===== config.mk =====
export PLATFORM = sky130hd
export DESIGN_NAME = wlle_pred_file
export DESIGN_NICKNAME = d
export VERILOG_FILES = /design/src/sv/warp_lop3_lea_execute_defines.svh /design/src/sv/wlle_pkg.sv /design/src/sv/wlle_pred_file.sv
export SDC_FILE = /design/constraint.sdc
export NUM_CORES = 1
export LEC_CHECK = 0
export BUFFER_PORTS_ARGS = -buffer_cell sky130_fd_sc_hd__buf_4
export CORE_UTILIZATION = 45
export CTS_BUF_LIST = sky130_fd_sc_hd__clkbuf_8
export DETAILED_ROUTE_END_ITERATION = 7
export SYNTH_ARGS = -nofsm -noshare
export SYNTH_HDL_FRONTEND = slang
export SYNTH_SLANG_ARGS = --single-unit

===== constraint.sdc =====
create_clock -name clock -period 8.2 [get_ports clock]
set_input_delay 1.64 -clock clock [delete_from_list [all_inputs] [get_ports clock]]
set_output_delay 1.64 -clock clock [all_outputs]
set_load 0.02 [all_outputs]

===== src/sv/warp_lop3_lea_execute_defines.svh =====
// Assertion macros shared by the execute block.
`ifndef WARP_LOP3_LEA_EXECUTE_DEFINES_SVH
`define WARP_LOP3_LEA_EXECUTE_DEFINES_SVH

`ifndef SYNTHESIS
// Check that cons holds in the same cycle as ante.
`define WLLE_ASSERT_IMP(label, clk, rst, ante, cons) \
   label: assert property (@(posedge clk) disable iff (rst) (ante) |-> (cons)) \
      else $error("execute block invariant violated");
// Check that cons holds in the cycle after ante.
`define WLLE_ASSERT_NEXT(label, clk, rst, ante, cons) \
   label: assert property (@(posedge clk) disable iff (rst) (ante) |=> (cons)) \
      else $error("execute block sequencing violated");
`else
`define WLLE_ASSERT_IMP(label, clk, rst, ante, cons)
`define WLLE_ASSERT_NEXT(label, clk, rst, ante, cons)
`endif

`endif


===== src/sv/wlle_pkg.sv =====
package wlle_pkg;

   // Default sizes of the warp
   localparam int LANES_DEFAULT      = 32;
   localparam int REGISTERS_DEFAULT  = 256;
   localparam int PREDICATES_DEFAULT = 8;

   localparam int WORD_W = 32;

   // Special operand codes
   localparam logic [7:0] NO_HIGH_WORD  = 8'd255;
   localparam logic [2:0] NO_PRED_WRITE = 3'd7;
   localparam logic [4:0] SHIFT_MAX     = 5'd31;

   typedef enum logic [1:0] {
      CMD_LOP3       = 2'd0,
      CMD_LEA        = 2'd1,
      CMD_WRITE_REG  = 2'd2,
      CMD_WRITE_PRED = 2'd3
   } cmd_type;

   typedef enum logic [1:0] {
      ST_IDLE,
      ST_ISSUE,
      ST_DRAIN
   } state_type;

   typedef struct packed {
      cmd_type     command;
      logic [7:0]  dest_reg;
      logic [7:0]  src_a_reg;
      logic [7:0]  src_b_reg;
      logic [7:0]  src_c_reg;
      logic [7:0]  lut_or_shift;
      logic        high_mode;
      logic        extended;
      logic [2:0]  pred_dest;
      logic [2:0]  pred_src;
      logic [4:0]  lane;
      logic [31:0] write_data;
   } wlle_req_type;

   typedef struct packed {
      logic [4:0]  lane_index;
      logic [31:0] result_value;
      logic        carry_out;
      logic        carry_written;
      logic        last;
   } wlle_rsp_type;

   // Operation controls handed to the lane ALU
   typedef struct packed {
      logic [7:0] lut;
      logic [4:0] shift;
      logic       high_mode;
      logic       no_high;
   } alu_ctrl_type;

   // Index width for a table of n entries, at least one bit
   function automatic int idx_width(input int n);
      return (n > 1) ? $clog2(n) : 1;
   endfunction

   // Reduce an 8-bit index modulo a small constant by restoring subtraction
   function automatic logic [7:0] mod_reduce(input logic [7:0] value,
                                             input int unsigned modulus);
      logic [15:0] rem;
      logic [15:0] step;
      rem = {8'd0, value};
      for (int k = 7; k >= 0; k--) begin
         step = 16'(modulus << k);
         if (rem >= step) begin
            rem = rem - step;
         end
      end
      return rem[7:0];
   endfunction

endpackage


===== src/sv/wlle_pred_file.sv =====
module wlle_pred_file #(
   parameter int LANES      = wlle_pkg::LANES_DEFAULT,
   parameter int PREDICATES = wlle_pkg::PREDICATES_DEFAULT
) (
   input  logic                                     clock,
   input  logic                                     reset,
   input  logic                                     wr_en,
   input  logic [wlle_pkg::idx_width(PREDICATES)-1:0] wr_row,
   input  logic [wlle_pkg::idx_width(LANES)-1:0]    wr_lane,
   input  logic                                     wr_bit,
   input  logic [wlle_pkg::idx_width(PREDICATES)-1:0] rd_row,
   input  logic [wlle_pkg::idx_width(LANES)-1:0]    rd_lane,
   output logic                                     rd_bit
);

   import wlle_pkg::*;

   logic [PREDICATES-1:0][LANES-1:0] pred_ff;

   // Clear all predicates at reset, update one lane bit per write
   always_ff @(posedge clock) begin
      if (reset) begin
         pred_ff <= '0;
      end else if (wr_en) begin
         pred_ff[wr_row][wr_lane] <= wr_bit;
      end
   end

   assign rd_bit = pred_ff[rd_row][rd_lane];

endmodule


## Yosys cells after proc, flatten, opt, wreduce, memory -nomap -nowiden

Cells that the tools add are included.

| word-level totals | value |
|---|---|
| register bits | 256 |
| input port bits | 20 |
| output and inout port bits | 1 |
| word-level logic and storage cells | 25 |

| operators by class | value |
|---|---|
| magnitude comparators | 6 |
| mux-type cells | 9 |
| reductions and logical operators | 2 |

Operator list:

| cell | number |
|---|---|
| 256-bit bitwise mux | 1 |
| 32-bit binary-select mux with 3-bit select | 1 |
| 32-bit demux with 3-bit select | 1 |
| 32-bit 2-to-1 mux | 2 |
| 5-bit by 6-bit < comparator with 1-bit output, second input constant | 2 |
| 3-bit by 4-bit < comparator with 1-bit output, second input constant | 2 |
| 1-bit binary-select mux with 5-bit select | 1 |
| 1-bit demux with 5-bit select | 1 |
| 5-bit by 1-bit >= comparator with 1-bit output, second input constant | 1 |
| 3-bit by 1-bit >= comparator with 1-bit output, second input constant | 1 |
| 1-bit logical AND | 2 |
| 1-bit 2-to-1 mux | 2 |

## Depth between registers and ports, before layout

| logic depth | value |
|---|---|
| depth in word-level cells | 7 |
| mapped depth | 12 |
| mapped depth without buffers | 7 |

## Worst setup path before layout

OpenSTA, ideal clock, no wires.

| timing path | value |
|---|---|
| path type | input to output |
| start point | input port rd_row[1] in the netlist's numbering |
| end point | output port rd_bit |
| arrival | 3539 ps |
| data required time | 6560 ps |
| slack | 3021 ps |
| stages | 9 |
| buffers on the path | 3 |
| cell sequence | buf_4 -> buf_2 -> buf_2 -> mux2i_1 -> o22ai_1 -> nor4_1 -> nor4b_1 -> or4_1 -> o21a_1 |

| on the way | value |
|---|---|
| word-level cells in the longest chain between the ends | 4 |

Ends and longest elaborated chain:

| what | RTL line | RTL |
|---|---|---|
| start: declaration | wlle_pred_file.sv:11 | `input logic [wlle_pkg::idx_width(PREDICATES)-1:0] rd_row,` |
| 32-bit binary-select mux with 3-bit select | wlle_pred_file.sv:29 | `assign rd_bit = pred_ff[rd_row][rd_lane];` |
| 32-bit 2-to-1 mux (not written as such) | wlle_pred_file.sv:29 |  |
| 1-bit binary-select mux with 5-bit select | wlle_pred_file.sv:29 |  |
| 1-bit 2-to-1 mux (not written as such) | wlle_pred_file.sv:29 |  |
| end: declaration | wlle_pred_file.sv:13 | `output logic rd_bit` |

No other way between the ends. The select of a mux whose other input is x is not followed.

## Final worst setup path

Same ends and word-level chain as after synthesis.

==> impl_metrics.py <==
metrics = {
    "final_layout": {
        "drive_above_1_share": 0.09396,
        "nets": 1451,
        "fin_area_um2": 13180,
        "area_growth_pct": 8.199,
        "fill_cells": 2533,
        "diodes": 0,
        "finalNonFillerCells": 1793,
        "largest-register": "pred_ff",
        "top_regs": "pred_ff (256)",
        "largest_reg_flops": 256,
    },
    "clock_tree": {
        "cts_sinks": 256,
        "h-tree-depth": 2,
        "holdBufCountCts": 0,
        "insertion_delay_ps": 550,
        "postCtsSetupRepairBufs": 0,
        "cts.path.max_buffers": 3,
        "cts_resized": 0,
        "cts-root-buf": "clkbuf_8",
        "cts_tree": "built",
        "clkTransAtPathRegs_ps": 50,
        "numCtsBuffers": 45,
    },
    "yosys": {
        "synth_area_leader_cell": "dfxtp_1",
        "synthFlopType": "dfxtp_1",
        "synth_top_cells_by_area": "dfxtp_1, nand3_1, o21ai_0",
        "syn_inst": 1484,
        "ys_seq_elements": 256,
        "synth_cell_type_count": 42,
        "synth_area_um2": 12180,
        "yosysSeqAreaShare": 0.4208,
        "synth_enable_flop_cells": 0,
        "synthArstFlopShare": 0,
        "synth_top_cell_area_share": 0.4208,
        "ys.warnings.count": 0,
        "syn_area_per_cell_um2": 8.206,
        "synth_nets": 1504,
    },
    "global_routing": {
        "antenna_found_initial": 0,
        "grt-ovfl-total": 0,
        "groute.usage.overall": 0.3076,
        "grt_max_degree": 106,
        "grt_pass1_wl_mm": 66.66,
        "grt_pass1_vias": 11030,
    },
    "setup_path": {
        "crit-reg2reg-launch": "pred_ff[85]",
        "crit_top_cell": "buf_4",
        "crit_start": "rd_row[1]",
        "path_cells": "buf_4 -> buf_4 -> mux4_2 -> mux4_2 -> mux2i_1 -> nor2_1 -> o21ai_1 -> nand4_1 -> o21a_1 -> buf_4",
        "crit_slowest_cell": "buf_4",
        "path_buf_inv": 3,
        "critPathMaxFanout": 58,
        "start_kind": "input port",
        "crit_family": "buffers and inverters",
        "setup.worst_path.end_class": "primary output",
        "cpPeakStageDelay_ps": 740,
        "required_ps": 6560,
        "cp.arrival_ps": 4750,
        "crit_type": "input port to primary output",
    },
    "min_path": {
        "hold_path_class": "flop to flop",
        "hold_start": "pred_ff[202]",
    },
    "power_and_ir_drop": {
        "irDropWorstVdd_v": 0.0001045,
        "report.power.total_uw": 2581,
        "p_per_area_nw_per_um2": 195.9,
        "cellLeakagePower_uw": 0.004135,
    },
    "sta": {
        "slew_violations": 0,
        "hold_violations": 0,
        "max_clock_freq_mhz": 156.5,
        "setup_viol": 0,
        "timing.slew.headroom": 0.1478,
        "fin_tns_setup_ps": 0,
        "finalClockSkew_ps": 0,
        "rsz0062_at_grt": "false",
        "fin_crit_ps": 6389,
        "max_slew.worst_pin.slew_ps": 1276,
        "fin_crit_sh": 0.7791,
        "hold_slack_ps": 472.4,
    },
    "floorplan": {
        "boundaryPins": 21,
        "die_y_um": 166.5,
        "die_w_um": 166.5,
        "fp.dieArea_um2": 27720,
        "initial_core_util": 0.4634,
        "coreArea_um2": 26280,
        "num_rows": 59,
    },
    "drt": {
        "dr.pass1.iters": 5,
        "drc_errors": 0,
        "wl_mm": 43.65,
        "vias_per_cell": 6.630,
        "drt-initial-drc-count": 1420,
        "ant_nets": 0,
        "vias": 11890,
        "wl_per_cell_um": 24.35,
    },
    "place": {
        "dpl-instance-area_um2": 12340,
        "io_buffers": 20,
        "dpl.hpwl_mm": 22.51,
        "place_inst": 1719,
        "place_congestion": 0.8295,
    },
    "run_status": {
        "status": "finished, final reports clean",
    },
    "run": {
        "maxCapViolCount": 0,
    },
}
-- layout make-up --
| cell class | count | area (µm²) | share of cell area |
|---|---|---|---|
| clock buffer | 53 | 729.5 | 0.05536 |
| clock inverter | 21 | 107.6 | 0.008166 |
| inverter | 2 | 7.507 | 0.0005697 |
| multi-input combinational | 1084 | 6465 | 0.4906 |
| sequential | 256 | 5125 | 0.3889 |
| tap | 335 | 419.2 | 0.03181 |
| timing repair buffer | 42 | 322.8 | 0.02450 |
-- kinds of logic (layout without fill, tap and decap cells) --
family                 after synthesis  count (layout)  synth area share
AOI/OAI and AO/OA                  562             562            0.2390
and+or+nand+nor                    424             424            0.1711
DFF                                256             256            0.4208
buffers and inverters              144             118           0.05281
muxes                               98              98            0.1163
-- cells in the final DEF (no fill, tap or decap), types with 2 or more instances in the layout --
| cell | Yosys | final |
|---|---|---|
| or2_2 | 2 | 2 |
| nor3_2 | 0 | 2 |
| nand2b_1 | 5 | 5 |
| nor2b_1 | 14 | 14 |
| nand3b_1 | 4 | 4 |
| mux2i_1 | 65 | 65 |
| and2_1 | 3 | 3 |
| clkinv_2 | 0 | 2 |
| o21ai_0 | 262 | 262 |
| dfxtp_1 | 256 | 256 |
| a211oi_1 | 9 | 9 |
| o21ai_1 | 2 | 2 |
| inv_1 | 2 | 20 |
| nor4b_1 | 2 | 2 |
| a21oi_1 | 256 | 256 |
| nor2_4 | 0 | 6 |
| nand4_1 | 2 | 2 |
| or3b_2 | 2 | 2 |
| a22o_1 | 2 | 2 |
| or4_1 | 2 | 2 |
| nand2_1 | 44 | 44 |
| clkbuf_8 | 0 | 53 |
| mux4_1 | 6 | 6 |
| nor3_1 | 4 | 2 |
| and3b_1 | 2 | 2 |
| nor2_1 | 60 | 54 |
| nand3_1 | 264 | 264 |
| buf_6 | 3 | 2 |
| o22ai_1 | 20 | 20 |
| mux4_2 | 27 | 27 |
| buf_4 | 9 | 40 |
| nor4_1 | 10 | 10 |
| a2111oi_0 | 7 | 7 |
-- worst min-delay path, delay by kind of cell, from the launching register on --
family	cells	cell delay [ps]
flip-flops	1	300
AO/OA/AOI/OAI	2	120
-- routing by layer --
layer  track usage  wire length (µm)  part of all wire
met1        0.4187             18310              0.42
met2        0.4890             19850              0.45
met3       0.04349              3804             0.087
met4        0.1284              1681             0.039
met5             0                 0                 0
-- synthesized netlist by cell type (3+ instances only) --
| cell | instances |
|---|---|
| mux4_1 | 6 |
| nand2_1 | 44 |
| nand3b_1 | 4 |
| and2_1 | 3 |
| nor2b_1 | 14 |
| a21oi_1 | 256 |
| mux2i_1 | 65 |
| nor3_1 | 4 |
| mux4_2 | 27 |
| o22ai_1 | 20 |
| nand2b_1 | 5 |
| nor4_1 | 10 |
| buf_2 | 8 |
| a211oi_1 | 9 |
| a2111oi_0 | 7 |
| buf_6 | 3 |
| nand3_1 | 264 |
| clkbuf_1 | 117 |
| dfxtp_1 | 256 |
| o21ai_0 | 262 |
| nor2_1 | 60 |
| buf_4 | 9 |
-- metrics by stage --
| stage | worst slack [ps] | utilization |
|---|---|---|
| after floorplan | 3021 | - |
| after global placement | 1888 | 0.4695 |
| after detailed placement | 1847 | 0.4695 |
| after CTS | 1850 | 0.5014 |
| after global routing | 1703 | 0.5014 |
| final | 1811 | 0.5014 |
-- worst paths after layout --
path                       end  slack [ps]  cells past startpoint
hold reg to reg   pred_ff[202]         470                      2
setup / recovery        rd_bit        1810                     10
setup reg to reg   pred_ff[85]        7510                      2
hold / removal    pred_ff[202]         470                      2
-- report_power, final --
group	switching, µW	total (µW)	internal [µW]
clock network	529	1140	611
registers	0.716	1250	1250
logic	155	195	40.2
No activity file was read; power rests on OpenSTA's default activity.
