===== config.mk =====
export PLATFORM = sky130hd
export DESIGN_NAME = wlle_alu
export DESIGN_NICKNAME = d
export VERILOG_FILES = /design/src/sv/warp_lop3_lea_execute_defines.svh /design/src/sv/wlle_pkg.sv /design/src/sv/wlle_alu.sv
export SDC_FILE = /design/constraint.sdc
export NUM_CORES = 1
export LEC_CHECK = 0
export ABC_AREA = 1
export BUFFER_PORTS_ARGS = -buffer_cell sky130_fd_sc_hd__buf_2
export CAP_MARGIN = 10
export CORE_ASPECT_RATIO = 1.1
export CORE_MARGIN = 2
export CORE_UTILIZATION = 45
export DETAILED_ROUTE_END_ITERATION = 16
export PLACE_DENSITY = 0.69
export SYNTH_ARGS = -nofsm -noshare
export SYNTH_HDL_FRONTEND = slang
export SYNTH_SLANG_ARGS = --single-unit

===== constraint.sdc =====
create_clock -name vclk -period 2
set_input_delay 0 -clock vclk [all_inputs]
set_output_delay 0 -clock vclk [all_outputs]
set_load 0.005 [all_outputs]

===== src/sv/warp_lop3_lea_execute_defines.svh =====
// Assertion macros shared by the execute block.
`ifndef WARP_LOP3_LEA_EXECUTE_DEFINES_SVH
`define WARP_LOP3_LEA_EXECUTE_DEFINES_SVH

`ifndef SYNTHESIS
// Check that cons holds in the same cycle as ante.
`define WLLE_ASSERT_IMP(label, clk, rst, ante, cons) \
   label: assert property (@(posedge clk) disable iff (rst) (ante) |-> (cons)) \
      else $error("execute block invariant violated");
// Check that cons holds in the cycle after ante.
`define WLLE_ASSERT_NEXT(label, clk, rst, ante, cons) \
   label: assert property (@(posedge clk) disable iff (rst) (ante) |=> (cons)) \
      else $error("execute block sequencing violated");
`else
`define WLLE_ASSERT_IMP(label, clk, rst, ante, cons)
`define WLLE_ASSERT_NEXT(label, clk, rst, ante, cons)
`endif

`endif


===== src/sv/wlle_pkg.sv =====
package wlle_pkg;

   // Default sizes of the warp
   localparam int LANES_DEFAULT      = 32;
   localparam int REGISTERS_DEFAULT  = 256;
   localparam int PREDICATES_DEFAULT = 8;

   localparam int WORD_W = 32;

   // Special operand codes
   localparam logic [7:0] NO_HIGH_WORD  = 8'd255;
   localparam logic [2:0] NO_PRED_WRITE = 3'd7;
   localparam logic [4:0] SHIFT_MAX     = 5'd31;

   typedef enum logic [1:0] {
      CMD_LOP3       = 2'd0,
      CMD_LEA        = 2'd1,
      CMD_WRITE_REG  = 2'd2,
      CMD_WRITE_PRED = 2'd3
   } cmd_type;

   typedef enum logic [1:0] {
      ST_IDLE,
      ST_ISSUE,
      ST_DRAIN
   } state_type;

   typedef struct packed {
      cmd_type     command;
      logic [7:0]  dest_reg;
      logic [7:0]  src_a_reg;
      logic [7:0]  src_b_reg;
      logic [7:0]  src_c_reg;
      logic [7:0]  lut_or_shift;
      logic        high_mode;
      logic        extended;
      logic [2:0]  pred_dest;
      logic [2:0]  pred_src;
      logic [4:0]  lane;
      logic [31:0] write_data;
   } wlle_req_type;

   typedef struct packed {
      logic [4:0]  lane_index;
      logic [31:0] result_value;
      logic        carry_out;
      logic        carry_written;
      logic        last;
   } wlle_rsp_type;

   // Operation controls handed to the lane ALU
   typedef struct packed {
      logic [7:0] lut;
      logic [4:0] shift;
      logic       high_mode;
      logic       no_high;
   } alu_ctrl_type;

   // Index width for a table of n entries, at least one bit
   function automatic int idx_width(input int n);
      return (n > 1) ? $clog2(n) : 1;
   endfunction

   // Reduce an 8-bit index modulo a small constant by restoring subtraction
   function automatic logic [7:0] mod_reduce(input logic [7:0] value,
                                             input int unsigned modulus);
      logic [15:0] rem;
      logic [15:0] step;
      rem = {8'd0, value};
      for (int k = 7; k >= 0; k--) begin
         step = 16'(modulus << k);
         if (rem >= step) begin
            rem = rem - step;
         end
      end
      return rem[7:0];
   endfunction

endpackage


===== src/sv/wlle_alu.sv =====
module wlle_alu (
   input  logic                   [31:0] src_a,
   input  logic                   [31:0] src_b,
   input  logic                   [31:0] src_c,
   input  wlle_pkg::alu_ctrl_type        ctrl,
   output logic                   [31:0] lop_value,
   output logic                   [32:0] shift_value
);

   import wlle_pkg::*;

   logic [31:0] high_word;
   logic [63:0] pair;
   logic [5:0]  right_amount;
   logic [63:0] right_pair;
   logic [32:0] left_pair;

   // Look up each bit position in the truth table
   always_comb begin
      for (int i = 0; i < WORD_W; i++) begin
         lop_value[i] = ctrl.lut[{src_a[i], src_b[i], src_c[i]}];
      end
   end

   // Build the high:low pair; only bit 32 of a left shift survives above the word
   assign high_word    = ctrl.no_high ? '0 : src_c;
   assign pair         = {high_word, src_a};
   assign right_amount = 6'd32 - {1'b0, ctrl.shift};
   assign right_pair   = pair >> right_amount;
   assign left_pair    = {high_word[0], src_a} << ctrl.shift;

   assign shift_value = ctrl.high_mode ? right_pair[32:0] : left_pair;

endmodule


Word-level counts from Yosys, hierarchy flattened
Index checks and enable logic that the tools add are counted.
W data, S select, Z words.
{ "word_totals": {"ram_bits": 0, "ff_bits": 0, "n_memories": 0, "mem_bits_ro": 0, "out_inout_bits": 65, "inputBits": 111, "latch_bits": 0, "elab_cells": 101} }
{ "op_classes": {"mul": 0, "div": 0, "n_eq_ne": 0, "addsub": 1, "bitwise_logic": 0, "shift": 2, "muxes": 66, "n_lt_le_gt_ge": 32, "n_reduce_logical": 0} }
{ "op_table": {"columns": ["operator", "count"], "rows": [
  ["$lt A3 B4 Y1 const B", 32],
  ["$bmux W1 S3", 32],
  ["$shr A64 B6 Y33", 1],
  ["$mux W33", 1],
  ["$shl A33 B5 Y33", 1],
  ["$mux W1", 32],
  ["$mux W32", 1],
  ["$sub A6 B5 Y6 const A", 1]
]} }

Longest topological paths before layout
Gate-level depths: netlist of run 1.
{ "depth": {"ltp_word": 3, "mapped_depth": 17, "depth_no_buf": 14} }

Least setup slack after synthesis of run 1
Ideal clock, no wire load.
{ "synth_path": {"path_type": "input port to output port", "startpoint": "in ctrl[3] in the netlist's numbering", "endpoint": "out shift_value[1]", "required_time_ns": 2.000, "stages": 13, "setup_slack_ns": 0.209, "t_arrival_ns": 1.791, "n_path_buf": 3, "path_cell_list": "inv_1 -> buf_1 -> ha_1 -> clkbuf_1 -> inv_2 -> clkbuf_1 -> nand3_1 -> nand3_1 -> nand3_1 -> nand3_1 -> o21ai_1 -> a21oi_1 -> nand2_1"} }
{ "synth_via": {"elab_chain_cells": 3, "word_cells_on_any_way": 4, "cone_classes": "add/sub: 1; shift: 2; mux: 1"} }
{ "synth_lines": {"columns": ["item", "line", "text"], "rows": [
  ["start, declared", "wlle_alu.sv:5", "input wlle_pkg::alu_ctrl_type ctrl,"],
  ["$sub A6 B5 Y6", "wlle_alu.sv:28", "assign right_amount = 6'd32 - {1'b0, ctrl.shift};"],
  ["$shr A64 B6 Y33", "wlle_alu.sv:29", "assign right_pair = pair >> right_amount;"],
  ["$mux W33 *", "wlle_alu.sv:32", "assign shift_value = ctrl.high_mode ? right_pair[32:0] : left_pair;"],
  ["end, declared", "wlle_alu.sv:7", "output logic [32:0] shift_value"]
]} }
Every way passes the cells marked *; elsewhere a longest branch is shown, timed or not.

Worst setup path in the final report of run 1
{ "layout_path": {"startpoint": "in ctrl[3] in the netlist's numbering", "endpoint": "out shift_value[6]"} }
The elaborated chain is that of the path after synthesis.

==> results of run 1 <==
## routing by layer
metal	track usage [%]	vias up
met1	56.4	5445
met4	27.3	0
met2	69.6	970
li1	-	5812
met3	4.92	172
met5	0	-
## worst max-delay path, delay by kind of cell
family / cells / cell delay [ns]
simple gates: 10 / 1.02
buf+inv: 7 / 0.76
fa+ha+maj: 1 / 0.17
## power by group
part | switching (W) | internal (W)
Sequential | 0 | 0
Combinational | 0.00207 | 0.00112
Clock | 0 | 0
Total | 0.00207 | 0.00112
## stage by stage
step,cells,hold slack [ns]
2_1_floorplan,1579,0.0678
3_3_place_gp,1911,0.304
3_5_place_dp,1911,0.301
4_1_cts,1911,0.301
5_1_grt,1912,0.327
6_report,1912,0.299
## cells by family (layout without fill, tap and decap cells)
family | Yosys count | after routing | synth area share (%)
AO/OA/AOI/OAI | 339 | 339 | 25.2
adder cells (fa/ha/maj) | 1 | 1 | 0.167
buffers and inverters | 212 | 341 | 12.0
AND/OR/NAND/NOR | 1022 | 1022 | 62.0
XOR/XNOR | 1 | 1 | 0.217
multiplexers | 4 | 4 | 0.534
## cell type report
type                            count  area [um2]
Fill cell                        1804        7230
Multi-Input combinational cell   1367        6680
Timing Repair Buffer              278        1900
Tap cell                          204         255
Inverter                           63         246
## path summary, 6_finish.rpt
path | cells past startpoint | slack, ns | endpoint | startpoint
worst max-delay path | 18 | 0.03 | shift_value[6] | ctrl[3]
worst min-delay path | 3 | 0.30 | lop_value[5] | src_a[5]
## cells in the mapped netlist, types with 2 or more instances
| cell type | count | area share, % |
|---|---|---|
| nand3_1 | 541 | 36 |
| nand2_1 | 362 | 18 |
| o21ai_0 | 147 | 9.8 |
| nor2_1 | 83 | 4.2 |
| a21oi_1 | 75 | 5.0 |
| clkbuf_1 | 68 | 3.4 |
| o211ai_1 | 56 | 5.6 |
| inv_1 | 50 | 2.5 |
| buf_2 | 49 | 3.3 |
| a31oi_1 | 33 | 2.8 |
| o21ai_1 | 24 | 1.6 |
| buf_1 | 23 | 1.2 |
| and2_1 | 12 | 1.0 |
| inv_2 | 12 | 0.60 |
| nand4_1 | 12 | 1.0 |
| buf_4 | 8 | 0.80 |
| mux2i_1 | 4 | 0.53 |
| nand2_4 | 3 | 0.45 |
| a21boi_1 | 2 | 0.20 |
| nand3_2 | 2 | 0.27 |
| nor2_4 | 2 | 0.30 |
| o21a_1 | 2 | 0.20 |
| or2_1 | 2 | 0.17 |
==> metrics, run 1 <==
top sig layer met4; DR WL/cell 21.2 um; Final Hold Fails 0; placed cell areas 0.00894 mm2; number of global-route vias before repair 11.1k; worst slew pin tran 0.654 ns; Layout Cell Area excl Fill 0.00908 mm2; CP Max Fanout 24; most common cell after layout, fill and taps aside nand3_1; critical path arrival 1.97 ns; Final Util 55.7%; Pleak 4.36 nW; global-route wire length before repair 61600 um; Slew HR 55.9%; DR iter-0 viols 2129; status complete, no violations; gr usage total 43.8%; FF+latch area 0 um2; DRC 0; total power 0.00319 W; YS warnings 0; met2 wire len 17800 um; max-cap violation count 0; CP max stage delay 0.18 ns; Avg Cell Area, Syn 4.75 um2; synth unique cells 30; most frequent cells in the layout nand3_1 (541), nand2_1 (357), buf_2 (176), o21ai_0 (144), nor2_1 (82); Max Clk Rate 0.507 GHz; Syn Nets 1691; drt pass-1 iters 8; WL final 40600 um; Post-CTS Resized 0; fin crit period 1.97 ns; CP required 2.00 ns; Slowest cell on crit path buf_12; IO buf count 176; crit path cell chain buf_2, inv_1, ha_4, inv_2, nand2_1, inv_2, nor2_4, buf_12, nand3_1, nand2_1, buf_4, nand2_1, nand3_1, nand3_1, nand2_1, nand2_1, nand2_1, buf_2; RSZ-0062 raised after global routing yes; postcts setup bufs 0; CP most frequent cell nand2_1; largest net degree at the start of global routing 60; worst hold path type input pin to primary output; hold-fix buffers at CTS 0; antenna viol nets, final 0; count of final setup violators 0; Mapped Area 0.00750 mm2; Die Width 127 um; Die Area 0.0177 mm2; Top-Level Pins 176; Pins Over Slew Limit 0; CP Launch Type input pin; antenna violations before repair 0; area growth from synthesis to layout 21.0%; vias per std cell 6.48; clock buf count 0; Layout Nets 1822; total gr overflow 0; sequential area share after synthesis 0%; Ant. Diodes 0; Tcrit/Tclk final 98.6%; VDD IR max 186 uV; Final HPWL DP 32300 um; RePlAce Congestion 1.08; CP Capture Type primary output; via count 12.4k; Cells after Synth 1579; DIE HEIGHT 139 um; critical path class input pin to primary output; pwr dens 351 mW/mm2; pre-CTS setup slack 0.0396 ns; share of cells above drive strength 1 18.4%; WL met3 4430 um; Seq Cell Count 0; initial core utilization 46.0%; Met1 Routed Length 15000 um; setup TNS 0 ns; fin worst setup slack 0.0277 ns; core area 0.0163 mm2; cell row count 49
No activity file was read; power rests on OpenSTA's default activity.
==> inputs of run 2 (changes only) <==
--- a/config.mk
+++ b/config.mk
@@ -12,7 +12,7 @@
 export CORE_MARGIN = 2
 export CORE_UTILIZATION = 45
 export DETAILED_ROUTE_END_ITERATION = 16
-export PLACE_DENSITY = 0.69
+export PLACE_DENSITY = 0.71
 export SYNTH_ARGS = -nofsm -noshare
 export SYNTH_HDL_FRONTEND = slang
 export SYNTH_SLANG_ARGS = --single-unit
==> constraint.sdc (replaced) <==
create_clock -name vclk -period 1.6
set_input_delay 0 -clock vclk [all_inputs]
set_output_delay 0 -clock vclk [all_outputs]
set_load 0.005 [all_outputs]
==> metrics, run 2 (synthesis gave the netlist of run 1 again) <==
Slew HR 62.6% (was 55.9%); most common cell after layout, fill and taps aside nand3_1 (unchanged); failing checks setup timing; DRC 0 (unchanged); share of cells above drive strength 1 39.1% (was 18.4%); Pleak 5.72 nW (was 4.36 nW); via count 14.3k (was 12.4k); area growth from synthesis to layout 63.9% (was 21.0%); gr usage total 49.5% (was 43.8%); Die Area 0.0177 mm2 (unchanged); RSZ-0062 raised after global routing yes (unchanged); DR iter-0 viols 2495 (was 2129); DIE HEIGHT 139 um (unchanged); CP required 1.60 ns (was 2.00 ns); fin crit period 1.86 ns; antenna violations before repair 0 (unchanged); initial core utilization 46.0% (unchanged); drt pass-1 iters 7 (was 8); CP Launch Type input pin (unchanged); VDD IR max 284 uV (was 186 uV); FF+latch area 0 um2 (unchanged); most frequent cells in the layout nand3_1 (359), nand2_1 (302), buf_2 (174), nand3_2 (154), buf_4 (148) (was nand3_1 (541), nand2_1 (357), buf_2 (176), o21ai_0 (144), nor2_1 (82)); IO buf count 176 (unchanged); count of final setup violators 33 (was 0); Ant. Diodes 0 (unchanged); Tcrit/Tclk final 116%; Final HPWL DP 34700 um (was 32300 um); Layout Nets 1944 (was 1822); clock buf count 0 (unchanged); critical path class input pin to primary output (unchanged); Final Hold Fails 0 (unchanged); worst hold path type input pin to primary output (unchanged); filler cell count in the final layout 1390 (was 1804); global-route wire length before repair 68900 um (was 61600 um); CP Max Fanout 12 (was 24); total gr overflow 0 (unchanged); worst hold slack 0.312 ns (was 0.299 ns); setup TNS -5.53 ns (was 0 ns); pwr dens 460 mW/mm2 (was 351 mW/mm2); Setup crit start ctrl[2] (was ctrl[3]); cell row count 49 (unchanged); DR WL/cell 24.6 um (was 21.2 um); status finished, violations left (was complete, no violations); WL final 50000 um (was 40600 um); Final Util 75.4% (was 55.7%); Seq Cell Count 0 (unchanged); Pins Over Slew Limit 0 (unchanged); vias per std cell 7.05 (was 6.48); antenna viol nets, final 0 (unchanged); CP Capture Type primary output (unchanged); area of the multi-input gates 0.00825 mm2 (was 0.00668 mm2); Max Clk Rate 0.539 GHz; largest net degree at the start of global routing 47 (was 60); number of global-route vias before repair 12.3k (was 11.1k); fin worst setup slack -0.255 ns (was 0.0277 ns); RePlAce Congestion 1.05 (was 1.08); core area 0.0163 mm2 (unchanged); hold_sp src_a[11] (was src_a[5]); max-cap violation count 0 (unchanged); worst slew pin tran 0.561 ns (was 0.654 ns); Die Width 127 um (unchanged); Top-Level Pins 176 (unchanged); hold-fix buffers at CTS 0 (unchanged); critical path arrival 1.86 ns (was 1.97 ns)
[run 2: cell count changes in the layout (fill, tap and decap cells not counted), moves of 13 or more]
cell and delta:
o21ai_0 -14, nand3_1 -182, buf_4 +69, buf_6 +13, nand3_2 +152, nand2_1 -55, o21ai_2 +14, nand2_2 +41
nand3_4 +30, buf_16 +13
[run 2: metrics by stage]
stage	setup WS [ns]	power, W	instance area, um2	std cells
after floorplan	0.00335	0.00230	7540	1579
after global placement	-0.399	0.00396	9470	1978
after detailed placement	-0.367	0.00400	9470	1978
after CTS	-0.106	0.00470	11000	2010
after global routing	-0.317	0.00587	12300	2034
final	-0.255	0.00565	12300	2034
[run 2: repair_timing]
item,in CTS,in global routing
gates cloned,13,11
pin swaps,36,74
setup buffers,19,17
resized for setup,246,207
setup endpoints to repair,33,33
[run 2: path summary, 6_finish.rpt]
check | to | cells past startpoint
setup / recovery | shift_value[6] | 18
hold / removal | lop_value[11] | 3
[run 2: per-layer routing]
| layer | up-vias | wire length (um) | global-route usage, % |
|---|---|---|---|
| met1 | 6381 | 16500 | 58.2 |
| met2 | 1420 | 21000 | 79.3 |
| met4 | 0 | 5660 | 34.0 |
| met5 | - | 0 | 0 |
| li1 | 6077 | - | - |
| met3 | 470 | 6790 | 11.5 |
[run 2: critical path, stage by stage]
cell and delay [ns]:
buf_12 0.11, inv_8 0.06, ha_4 0.15, inv_6 0.04
nand2_4 0.06, inv_2 0.05, nor2_4 0.14, buf_12 0.18
buf_8 0.16, nand3_1 0.11, o21ai_2 0.17, nand2_1 0.10
nand3_1 0.12, nand3_1 0.08, nand2_1 0.09, nand2_1 0.05
nand2_1 0.06, buf_2 0.11
[run 2: power by group]
group	total, W	internal (W)	switching (W)
logic	0.00565	0.00217	0.00348
registers	0	0	0
clock network	0	0	0
total	0.00565	0.00217	0.00348
[run 2: area by class of cell]
type | instances | area share, %
multi-input combinational | 1367 | 67.1
timing repair buffer | 400 | 28.5
inverter | 63 | 2.35
tap | 204 | 2.08
